## src/rtl/cni_pkg.sv

```systemverilog
// shared types, codes and widths for the composite newton-cotes integrator
package cni_pkg;

    localparam int DATA_W    = 32;
    localparam int IDX_W     = 13;
    localparam int SUM_W     = 48;
    localparam int DX_W      = 33;
    localparam int MS_W      = 47;
    localparam int MD_W      = 34;
    localparam int DIV_W     = 16;
    localparam int REM_W     = DIV_W + 1;
    localparam int DVD_W     = MS_W + MD_W - 16;
    localparam int ACC_W     = REM_W + DVD_W;
    localparam int MUL_STEPS = MD_W;
    localparam int DIV_STEPS = DVD_W;
    localparam int CNT_W     = 7;

    typedef logic [1:0] t_rule;
    localparam t_rule RULE_TRAP = 2'd0;
    localparam t_rule RULE_S13  = 2'd1;
    localparam t_rule RULE_S38  = 2'd2;

    typedef logic [1:0] t_status;
    localparam t_status ST_OK       = 2'd0;
    localparam t_status ST_BADCOUNT = 2'd1;
    localparam t_status ST_TOOMANY  = 2'd2;
    localparam t_status ST_SAT      = 2'd3;

    typedef enum logic [2:0] {
        S_ACC,
        S_PREP,
        S_MUL,
        S_ALIGN,
        S_DIV,
        S_OUT
    } t_state;

    typedef struct packed {
        logic load;
        logic prep;
        logic mul_step;
        logic align;
        logic div_step;
        logic out_load;
    } t_cmd;

    typedef struct packed {
        logic skip;
        logic out_free;
    } t_sts;

endpackage

```

## src/rtl/cni_ctrl.sv

```systemverilog
// sequencer: accumulation, then shift-add multiply and restoring divide per set; a rejected set skips to the output
module cni_ctrl (
    input  logic          i_clk,
    input  logic          i_rst_n,
    input  logic          i_s_tvalid,
    input  logic          i_s_tlast,
    output logic          o_s_tready,
    input  cni_pkg::t_sts i_sts,
    output cni_pkg::t_cmd o_cmd
);
    import cni_pkg::*;

    t_state             r_state, n_state;
    logic [CNT_W-1:0]   r_count, n_count;
    logic               accept;

    assign accept = i_s_tvalid && (r_state == S_ACC);

    always_ff @(posedge i_clk) begin
        if (!i_rst_n) begin
            r_state <= S_ACC;
            r_count <= '0;
        end else begin
            r_state <= n_state;
            r_count <= n_count;
        end
    end

    // next state
    always_comb begin
        n_state = r_state;
        n_count = '0;
        case (r_state)
            S_ACC: begin
                if (accept && i_s_tlast) n_state = S_PREP;
            end
            S_PREP: begin
                n_state = i_sts.skip ? S_OUT : S_MUL;
            end
            S_MUL: begin
                if (r_count == CNT_W'(MUL_STEPS - 1)) n_state = S_ALIGN;
                else n_count = r_count + 1'b1;
            end
            S_ALIGN: begin
                n_state = S_DIV;
            end
            S_DIV: begin
                if (r_count == CNT_W'(DIV_STEPS - 1)) n_state = S_OUT;
                else n_count = r_count + 1'b1;
            end
            S_OUT: begin
                if (i_sts.out_free) n_state = S_ACC;
            end
            default: begin
                n_state = S_ACC;
            end
        endcase
    end

    // outputs
    always_comb begin
        o_cmd      = '0;
        o_s_tready = 1'b0;
        case (r_state)
            S_ACC: begin
                o_s_tready   = 1'b1;
                o_cmd.load   = i_s_tvalid;
            end
            S_PREP:  o_cmd.prep     = 1'b1;
            S_MUL:   o_cmd.mul_step = 1'b1;
            S_ALIGN: o_cmd.align    = 1'b1;
            S_DIV:   o_cmd.div_step = 1'b1;
            S_OUT:   o_cmd.out_load = i_sts.out_free;
            default: o_cmd = '0;
        endcase
    end

endmodule

```

## src/rtl/cni_dp.sv

```systemverilog
// datapath: weighted accumulation, serial multiply, serial divide, output register
module cni_dp #(
    parameter int MAX_SAMPLES = 4096
) (
    input  logic                  i_clk,
    input  logic                  i_rst_n,
    input  logic                  i_cfg_we,
    input  logic [1:0]            i_cfg_wdata,
    input  logic [63:0]           i_s_tdata,
    input  logic                  i_s_tlast,
    input  logic                  i_m_tready,
    input  cni_pkg::t_cmd         i_cmd,
    output cni_pkg::t_sts         o_sts,
    output logic                  o_m_tvalid,
    output logic [31:0]           o_m_tdata,
    output logic [1:0]            o_m_tuser
);
    import cni_pkg::*;

    localparam logic [IDX_W-1:0] MAX_IDX = IDX_W'(MAX_SAMPLES);

    t_rule                    r_rule;
    logic [IDX_W-1:0]         r_index;
    logic [1:0]               r_mod3;
    logic signed [SUM_W-1:0]  r_sum;
    logic signed [DATA_W-1:0] r_first;

    logic signed [SUM_W-1:0]  r_fsum;
    logic signed [DX_W-1:0]   r_dx;
    logic [IDX_W-1:0]         r_m;
    t_status                  r_stat;
    logic [MS_W-1:0]          r_ms;
    logic [DIV_W-1:0]         r_div;
    logic                     r_neg;
    logic [ACC_W-1:0]         r_acc, n_acc;

    logic                     r_out_valid;
    logic [DATA_W-1:0]        r_out_data, n_out_data;
    t_status                  r_out_user, n_out_user;

    logic signed [DATA_W-1:0] x_in, y_in, first_eff;
    logic signed [34:0]       y_ext, wy;
    logic [2:0]               weight;
    logic                     in_range, fits;
    logic signed [SUM_W-1:0]  sum_upd;
    logic signed [DX_W-1:0]   dx;
    t_status                  stat_new;
    logic [1:0]               mod3_inc;

    logic [SUM_W-1:0]         sum_neg;
    logic [DX_W-1:0]          dx_neg, abs_dx;
    logic [MS_W-1:0]          abs_sum;
    logic [MD_W-1:0]          md;
    logic [DIV_W-1:0]         den_m;

    logic [SUM_W-1:0]         mul_hi;
    logic [REM_W-1:0]         rem_sh, rem_new;
    logic                     q_bit;

    logic [DVD_W-1:0]         quo;
    logic                     over;

    assign x_in     = signed'(i_s_tdata[31:0]);
    assign y_in     = signed'(i_s_tdata[63:32]);
    assign in_range = r_index < MAX_IDX;
    assign y_ext    = {{3{y_in[31]}}, y_in};
    assign mod3_inc = (r_mod3 == 2'd2) ? 2'd0 : r_mod3 + 2'd1;

    // sample weight: ends weigh one, interior by rule
    always_comb begin
        if (r_index == '0 || i_s_tlast) begin
            weight = 3'd1;
        end else begin
            case (r_rule)
                RULE_TRAP: weight = 3'd2;
                RULE_S13:  weight = r_index[0] ? 3'd4 : 3'd2;
                RULE_S38:  weight = (r_mod3 == 2'd0) ? 3'd2 : 3'd3;
                default:   weight = 3'd0;
            endcase
        end
    end

    always_comb begin
        case (weight)
            3'd1:    wy = y_ext;
            3'd2:    wy = y_ext <<< 1;
            3'd3:    wy = y_ext + (y_ext <<< 1);
            3'd4:    wy = y_ext <<< 2;
            default: wy = '0;
        endcase
    end

    assign sum_upd   = r_sum + {{(SUM_W - 35){wy[34]}}, wy};
    assign first_eff = (r_index == '0) ? x_in : r_first;
    assign dx        = {x_in[31], x_in} - {first_eff[31], first_eff};

    always_comb begin
        if (r_index == '0) begin
            fits = 1'b0;
        end else begin
            case (r_rule)
                RULE_TRAP: fits = 1'b1;
                RULE_S13:  fits = ~r_index[0];
                RULE_S38:  fits = (r_mod3 == 2'd0);
                default:   fits = 1'b0;
            endcase
        end
    end

    always_comb begin
        if (!in_range)  stat_new = ST_TOOMANY;
        else if (!fits) stat_new = ST_BADCOUNT;
        else            stat_new = ST_OK;
    end

    // magnitudes and divisor for the closing arithmetic
    assign sum_neg = -r_fsum;
    assign abs_sum = r_fsum[SUM_W-1] ? sum_neg[MS_W-1:0] : r_fsum[MS_W-1:0];
    assign dx_neg  = -r_dx;
    assign abs_dx  = r_dx[DX_W-1] ? dx_neg : r_dx;
    assign md      = (r_rule == RULE_S38) ? ({1'b0, abs_dx} + {abs_dx, 1'b0})
                                          : {1'b0, abs_dx};

    always_comb begin
        case (r_rule)
            RULE_TRAP: den_m = {2'b00, r_m, 1'b0};
            RULE_S13:  den_m = {3'b000, r_m} + {2'b00, r_m, 1'b0};
            default:   den_m = {r_m, 3'b000};
        endcase
    end

    // shift-add multiply on the high half, restoring divide on the remainder
    assign mul_hi  = r_acc[ACC_W-1:MD_W]
                   + (r_acc[0] ? {1'b0, r_ms} : {SUM_W{1'b0}});
    assign rem_sh  = {r_acc[ACC_W-2:DVD_W], r_acc[DVD_W-1]};
    assign q_bit   = rem_sh >= {1'b0, r_div};
    assign rem_new = q_bit ? rem_sh - {1'b0, r_div} : rem_sh;

    always_comb begin
        n_acc = r_acc;
        if (i_cmd.prep) begin
            n_acc = {{(ACC_W - MD_W){1'b0}}, md};
        end else if (i_cmd.mul_step) begin
            n_acc = {1'b0, mul_hi, r_acc[MD_W-1:1]};
        end else if (i_cmd.align) begin
            n_acc = {{REM_W{1'b0}}, r_acc[ACC_W-2:16]};
        end else if (i_cmd.div_step) begin
            n_acc = {rem_new, r_acc[DVD_W-2:0], q_bit};
        end
    end

    // saturation and sign of the quotient
    assign quo  = r_acc[DVD_W-1:0];
    assign over = (|quo[DVD_W-1:32])
               || (quo[31:0] > (r_neg ? 32'h8000_0000 : 32'h7FFF_FFFF));

    always_comb begin
        if (r_stat != ST_OK) begin
            n_out_data = '0;
            n_out_user = r_stat;
        end else if (over) begin
            n_out_data = r_neg ? 32'h8000_0000 : 32'h7FFF_FFFF;
            n_out_user = ST_SAT;
        end else begin
            n_out_data = r_neg ? 32'd0 - quo[31:0] : quo[31:0];
            n_out_user = ST_OK;
        end
    end

    always_ff @(posedge i_clk) begin
        if (!i_rst_n) begin
            r_rule      <= RULE_TRAP;
            r_index     <= '0;
            r_mod3      <= '0;
            r_sum       <= '0;
            r_first     <= '0;
            r_out_valid <= 1'b0;
        end else begin
            if (i_cfg_we) r_rule <= i_cfg_wdata;
            if (i_cmd.load) begin
                if (i_s_tlast) begin
                    r_index <= '0;
                    r_mod3  <= '0;
                    r_sum   <= '0;
                    r_first <= '0;
                end else if (in_range) begin
                    r_sum   <= sum_upd;
                    r_first <= first_eff;
                    r_index <= r_index + 1'b1;
                    r_mod3  <= mod3_inc;
                end
            end
            if (i_cmd.out_load)             r_out_valid <= 1'b1;
            else if (i_m_tready)            r_out_valid <= 1'b0;
        end
    end

    always_ff @(posedge i_clk) begin
        if (i_cmd.load && i_s_tlast) begin
            r_fsum <= in_range ? sum_upd : r_sum;
            r_dx   <= dx;
            r_m    <= r_index;
            r_stat <= stat_new;
        end
        if (i_cmd.prep) begin
            r_ms  <= abs_sum;
            r_div <= den_m;
            r_neg <= r_fsum[SUM_W-1] ^ r_dx[DX_W-1];
        end
        r_acc <= n_acc;
        if (i_cmd.out_load) begin
            r_out_data <= n_out_data;
            r_out_user <= n_out_user;
        end
    end

    assign o_sts.skip     = (r_stat != ST_OK);
    assign o_sts.out_free = !r_out_valid || i_m_tready;
    assign o_m_tvalid     = r_out_valid;
    assign o_m_tdata      = r_out_data;
    assign o_m_tuser      = r_out_user;

endmodule

```

## src/rtl/composite_newton_cotes_integrator.sv

```systemverilog
// samples are taken one per cycle while the block accumulates; the closing sample's result is
// computed after its request is accepted (prepare, 34-step shift-add multiply, align, 65-step
// restoring divide, output load), a rejected set going from prepare straight to output load;
// input stalls during the closing arithmetic and, at its end, while an earlier unaccepted
// result still holds the output register
// reset: synchronous active-low i_rst_n clears rule, index, sum, first x and output valid
module composite_newton_cotes_integrator #(
    parameter int MAX_SAMPLES = 4096
) (
    input  logic        i_clk,
    input  logic        i_rst_n,
    input  logic        i_cfg_we,
    input  logic [1:0]  i_cfg_wdata,
    input  logic        i_s_axis_tvalid,
    output logic        o_s_axis_tready,
    input  logic [63:0] i_s_axis_tdata,   // [31:0] x_value, [63:32] y_value
    input  logic        i_s_axis_tlast,   // last_sample
    output logic        o_m_axis_tvalid,
    input  logic        i_m_axis_tready,
    output logic [31:0] o_m_axis_tdata,   // [31:0] integral
    output logic [1:0]  o_m_axis_tuser    // [1:0] status
);
    import cni_pkg::*;

    t_cmd cmd;
    t_sts sts;

    cni_ctrl u_ctrl (
        .i_clk      (i_clk),
        .i_rst_n    (i_rst_n),
        .i_s_tvalid (i_s_axis_tvalid),
        .i_s_tlast  (i_s_axis_tlast),
        .o_s_tready (o_s_axis_tready),
        .i_sts      (sts),
        .o_cmd      (cmd)
    );

    cni_dp #(
        .MAX_SAMPLES (MAX_SAMPLES)
    ) u_dp (
        .i_clk       (i_clk),
        .i_rst_n     (i_rst_n),
        .i_cfg_we    (i_cfg_we),
        .i_cfg_wdata (i_cfg_wdata),
        .i_s_tdata   (i_s_axis_tdata),
        .i_s_tlast   (i_s_axis_tlast),
        .i_m_tready  (i_m_axis_tready),
        .i_cmd       (cmd),
        .o_sts       (sts),
        .o_m_tvalid  (o_m_axis_tvalid),
        .o_m_tdata   (o_m_axis_tdata),
        .o_m_tuser   (o_m_axis_tuser)
    );

endmodule

```

## config.mk

```make
export PLATFORM = sky130hd
export DESIGN_NAME = composite_newton_cotes_integrator
export DESIGN_NICKNAME = d
export VERILOG_FILES = /design/src/rtl/cni_pkg.sv /design/src/rtl/cni_ctrl.sv /design/src/rtl/cni_dp.sv /design/src/rtl/composite_newton_cotes_integrator.sv
export SDC_FILE = /design/constraint.sdc
export NUM_CORES = 1
export LEC_CHECK = 0
export BUFFER_PORTS_ARGS = -buffer_cell sky130_fd_sc_hd__buf_2
export CAP_MARGIN = 10
export CORE_UTILIZATION = 35
export CTS_CLUSTER_SIZE = 24
export DETAILED_ROUTE_END_ITERATION = 8
export GPL_ROUTABILITY_DRIVEN = 0
export GPL_TIMING_DRIVEN = 0
export HOLD_SLACK_MARGIN = 0.02
export SYNTH_ARGS = -nofsm -noshare
export SYNTH_HDL_FRONTEND = slang
export SYNTH_SLANG_ARGS = --single-unit
```

## constraint.sdc

```tcl
create_clock -name i_clk -period 6.99 [get_ports i_clk]
set_input_delay 1.398 -clock i_clk [delete_from_list [all_inputs] [get_ports i_clk]]
set_output_delay 1.398 -clock i_clk [all_outputs]
set_load 0.05 [all_outputs]
```

==> Word-level counts from Yosys, hierarchy flattened <==
Index checks and enable logic that the tools add are counted.
{ "word_totals": {"word_cells": 127, "reg_bits": 384, "out_inout_bits": 36, "in_bits": 72} }
{ "classes": {"n_addsub": 13, "n_mux": 51, "bitwise": 2, "n_reduce_logical": 20, "eq_ne": 18, "magnitude_cmp": 3} }
{ "ops": {"columns": ["op", "count"], "rows": [
  ["81-bit 2-to-1 mux", 3],
  ["32-bit 2-to-1 mux", 6],
  ["35-bit case mux with 4 select lines", 1],
  ["48-bit 2-to-1 mux", 2],
  ["47-bit 2-to-1 mux", 2],
  ["34-bit 2-to-1 mux", 2],
  ["48-bit by 47-bit adder with 48-bit output", 1],
  ["48-bit adder", 1],
  ["47-bit negation", 1],
  ["32-bit by 33-bit adder with 34-bit output", 1],
  ["33-bit by 34-bit adder with 34-bit output", 1],
  ["33-bit 2-to-1 mux", 1],
  ["33-bit negation", 1],
  ["33-bit OR reduction", 1],
  ["32-bit by 32-bit subtractor with 33-bit output", 1],
  ["32-bit > comparator", 1],
  ["16-bit case mux with 2 select lines", 1],
  ["1-bit by 32-bit subtractor with 32-bit output (first input constant)", 1],
  ["13-bit 2-to-1 mux", 2],
  ["3-bit 2-to-1 mux", 7],
  ["3-bit case mux with 6 select lines", 1],
  ["17-bit by 16-bit >= comparator with 1-bit output", 1],
  ["17-bit 2-to-1 mux", 1],
  ["17-bit by 16-bit subtractor with 17-bit output", 1],
  ["34 further kinds", 66]
]} }

==> Longest topological paths before layout <==
{ "logic_depth": {"ltp_word": 9, "mapped_depth": 25} }

==> Cells and area by module <==
A second synthesis with hierarchy kept.
{ "unflattened": {"cells_unflattened": 3659, "area_unflattened_um2": 31258.7} }
{ "modules_own_cells": {"columns": ["module", "n_inst", "area_per_inst_um2", "cells_each", "seq_area_each_um2"], "rows": [
  ["cni_dp", 1, 30678.2, 3588, 9769.4],
  ["cni_ctrl", 1, 580.6, 71, 200.2]
]} }

==> Worst setup path before layout <==
OpenSTA, ideal clock, no wires.
{ "synth_path": {"path_type": "in2reg", "start": "input i_s_axis_tdata[38]", "end": "register u_dp.r_fsum[47] (data pin)", "arrival_time_ps": 6037, "path_buffers": 0, "cell_stages": 22, "path_slack_ps": 692, "required_time_ps": 6729, "path_cell_list": "ha_1 a2111oi_0 inv_1 o2111a_1 o211ai_1 nand3_1 a41oi_1 o21ai_0 a21oi_1 xor2_1 o21ai_0 ha_1 a21oi_1 o21ai_0 a221o_1 a31o_2 a221oi_1 o21ai_0 a211oi_1 xor2_1 nor2_1 xor2_1"} }
{ "synth_between": {"elab_chain_len": 4} }
{ "synth_lines": {"columns": ["item", "line", "text"], "rows": [
  ["start: declaration", "composite_newton_cotes_integrator.sv:16", "input logic [63:0] i_s_axis_tdata,"],
  ["32-bit by 33-bit adder with 34-bit output", "cni_dp.sv:87", "3'd3: wy = y_ext + (y_ext <<< 1);"],
  ["35-bit case mux with 4 select lines (*)", "cni_dp.sv:84", "case (weight)"],
  ["48-bit adder (*)", "cni_dp.sv:93", "assign sum_upd = r_sum + {{(SUM_W - 35){wy[34]}}, wy};"],
  ["48-bit 2-to-1 mux (*)", null, null],
  ["end signal: assignment", "cni_dp.sv:200", "r_fsum <= in_range ? sum_upd : r_sum;"],
  ["end: declaration", "cni_dp.sv:28", "logic signed [SUM_W-1:0] r_fsum;"]
]} }
Mark *: on every way between the ends. The rest lies on a longest branch, timed or not.
A chain may end at the register's enable or synchronous reset.

==> Worst setup path after layout <==
Same ends and word-level chain as after synthesis.

==> results_dict.tcl <==
set metrics [dict create \
    maxSlewHeadroom_pct 18.5 \
    yosys_register_bits 384 \
    synth.most_common_cell "nand2_1" \
    ys_warn_count 0 \
    setup_viol 0 \
    worst_pin_slew_ns 1.21 \
    fp.dieH_um 302 \
    critPathRequiredTime_ns 7.32 \
    synth_cells 3738 \
    muxShareOfSynthArea_pct 3.35 \
    cts_root_buf "clkbuf_16" \
    initial_core_util_pct 35.5 \
    cp_top_family "compound AO/OA/AOI/OAI gates" \
    post_drt_wl_per_cell_um 19.3 \
    crit_path_top_delay_cell "a2111oi_0" \
    period_share_pct 97.0 \
    yosysSeqAreaShare_pct 31.6 \
    syn_avg_cell_area_um2 8.43 \
    cts_tree "built" \
    synth-edff-count 228 \
    critical-path-max-stage-delay_ns 0.38 \
    clkTransAtPathRegs_ns 0.06 \
    syn2layout_area_growth_pct 11.8 \
    ios 108 \
    ctsHoldBuffers 0 \
    timing.fmax_mhz 148 \
    grt_antenna_before_repair 8 \
    drive_gt1_share_pct 6.49 \
    grt_max_degree 70 \
    final-seq-area_um2 9970 \
    finalWirelength_um 98500 \
    critPathMaxFanout 5 \
    clock_sinks 384 \
    final-max-slew-violation-count 0 \
    viasPerCell 5.67 \
    die_x_um 302 \
    dp.final_hpwl_um 77900 \
    synth_top_area_share_pct 21.7 \
    synth.cell_area_um2 31500 \
    power_density_nw_per_um2 373 \
    cpMostUsedCell "o21ai_0" \
    power_mw 13.1 \
    synth_simple_gate_area_share_pct 18.6 \
    synthAdderAreaFrac_pct 10.7 \
    fillers 9043 \
    cts_buffer_depth 3 \
    multiInputGateArea_um2 20600 \
    clk_latency_ns 0.59 \
    vias 28900 \
    start_kind "input port" \
    grt_usage_pct 20.9 \
    syn-num-nets 4075 \
    h-tree-depth 2 \
    first_global_vias 26800 \
    crit_path_end_kind "flop" \
    synth.distinct_cells 77 \
    crit_type "in -> reg" \
    clock_skew_ns 0.0190 \
    status "finished, final reports clean" \
    critical_path_arrival_ns 7.11 \
    core_um2 88800 \
    synth_top_family_by_area "compound AO/OA/AOI/OAI gates" \
    overflow 0 \
    ys.flop_type "edfxtp_1" \
    drt_iter0_drc 2451 \
    numPortBuffers 105 \
    min_path_type "reg -> reg" \
    post_synth_xor_area_fraction_pct 7.37 \
    hold_slack_ns 0.485 \
    drv_cap 0 \
    synth-compound-area-share_pct 24.9 \
    nets 4231 \
    path_buf_inv 2 \
    synthTopCellsByArea "edfxtp_1, ha_1, dfxtp_1" \
    post-route-min-period_ns 6.78 \
    leakage_nw 13.6 \
    dieArea_um2 91200 \
    drt-pass1-iter-count 8 \
    yosys-top-cells-count "nand2_1, o21ai_0, a21oi_1, ha_1, edfxtp_1" \
    num_rows 109 \
    grt_pass1_wl_um 152000 \
    crit_chain "buf_2 > ha_1 > a2111oi_0 > inv_1 > o2111a_1 > o211ai_1 > nand3_1 > a41oi_2 > o21ai_0 > a21oi_1 > xor2_1 > o21ai_0 > ha_1 > a21oi_1 > o21ai_0 > a221o_1 > a31o_2 > a221oi_4 > o21ai_1 > a211oi_2 > xor2_2 > nor2_1 > xor2_1" \
    synth.largest_area_cell "edfxtp_1" \
    drc 0 \
    async_reset_ff_share_pct 0 \
    final_antenna_net_count 0 \
    ir_drop_v 0.000212 \
    hold_viol 0 \
    numCtsBuffers 44 \
]
## power breakdown
part           total (mW)  switching (mW)  internal (mW)
clock network        2.45            1.02           1.43
logic                6.77            4.18           2.59
registers            3.92           0.779           3.14
## worst min-delay path, cell delays in order, from the launching register on
cell and delay, ns:
dfxtp_1 0.33, nand2_1 0.06, o31ai_1 0.05
## logic make-up after synthesis
family | count (synthesis)
AOI/OAI and AO/OA | 1237
xor gates and xnor gates | 265
adders and majority gates | 266
buffers and inverters | 289
DFF | 384
muxes | 104
and+or+nand+nor | 1193
## sequential cells by signal, indices dropped and copies added (netlist names), 16 cells and up
name            cells
u_dp.r_acc         82
u_dp.r_fsum        48
u_dp.r_sum         48
u_dp.r_ms          47
u_dp.r_dx          33
u_dp.o_m_tdata     32
u_dp.r_first       32
u_dp.r_div         16
## final timing paths
path                                 start                          end  slack, ns  cells past startpoint
max                     i_s_axis_tdata[38]    u_dp.r_fsum[47]$_DFFE_PP_       0.21                     23
min            u_dp.r_sum[41]$_SDFFE_PN0P_  u_dp.r_sum[41]$_SDFFE_PN0P_       0.49                      2
max reg2reg  u_dp.r_index[12]$_SDFFE_PN0P_    u_dp.r_fsum[45]$_DFFE_PP_       0.47                     17
min reg2reg    u_dp.r_sum[41]$_SDFFE_PN0P_  u_dp.r_sum[41]$_SDFFE_PN0P_       0.49                      2
## per-layer routing
| metal | vias up | routed length [µm] | global-route usage (%) |
|---|---|---|---|
| met3 | 174 | 6450 | 2.92 |
| met1 | 13500 | 43900 | 28.2 |
| li1 | 14300 | - | - |
| met4 | 4 | 2780 | 6.11 |
| met2 | 944 | 45300 | 34.8 |
| met5 | - | 31 | 0 |
## cell usage in the layout (no fill, tap or decap), types with 103 or more instances in the layout
cell,n
dfxtp_1,156
buf_2,107
o21ai_0,360
xnor2_1,170
ha_1,258
a21o_1,119
nor2_1,210
a21oi_1,282
edfxtp_1,228
and2_1,110
nand2_1,406
inv_1,103
clkbuf_1,170
## what timing repair did
item,4_1_cts,5_1_grt
pin swaps,0,2
buffers inserted,0,0
resized for setup,3,12
setup endpoints to repair,2,9
## through the flow
stage          instances  TNS, ns  setup WS (ns)  utilization (%)  instance area (µm²)
2_1_floorplan       3738        0          0.692                -                31500
3_3_place_gp        5008    -6.11          -1.07             37.7                33500
3_5_place_dp        5013    -6.36          -1.02             37.9                33600
4_1_cts             5095        0         0.0297             39.6                35200
5_1_grt             5099  -0.0672        -0.0672             39.7                35200
6_report            5099        0          0.212             39.7                35200
## layout make-up
type | instances | area share [%]
clock inverters | 30 | 0.951
multi-input cells | 3065 | 58.3
repair buffers | 111 | 1.79
clock buffers | 52 | 3.39
well taps | 1165 | 4.14
inverters | 105 | 1.13
diodes | 4 | 0.0284
flip-flops and latches | 384 | 28.3
plain buffers | 183 | 1.96
Note: power is estimated with default switching activity, not from simulation.
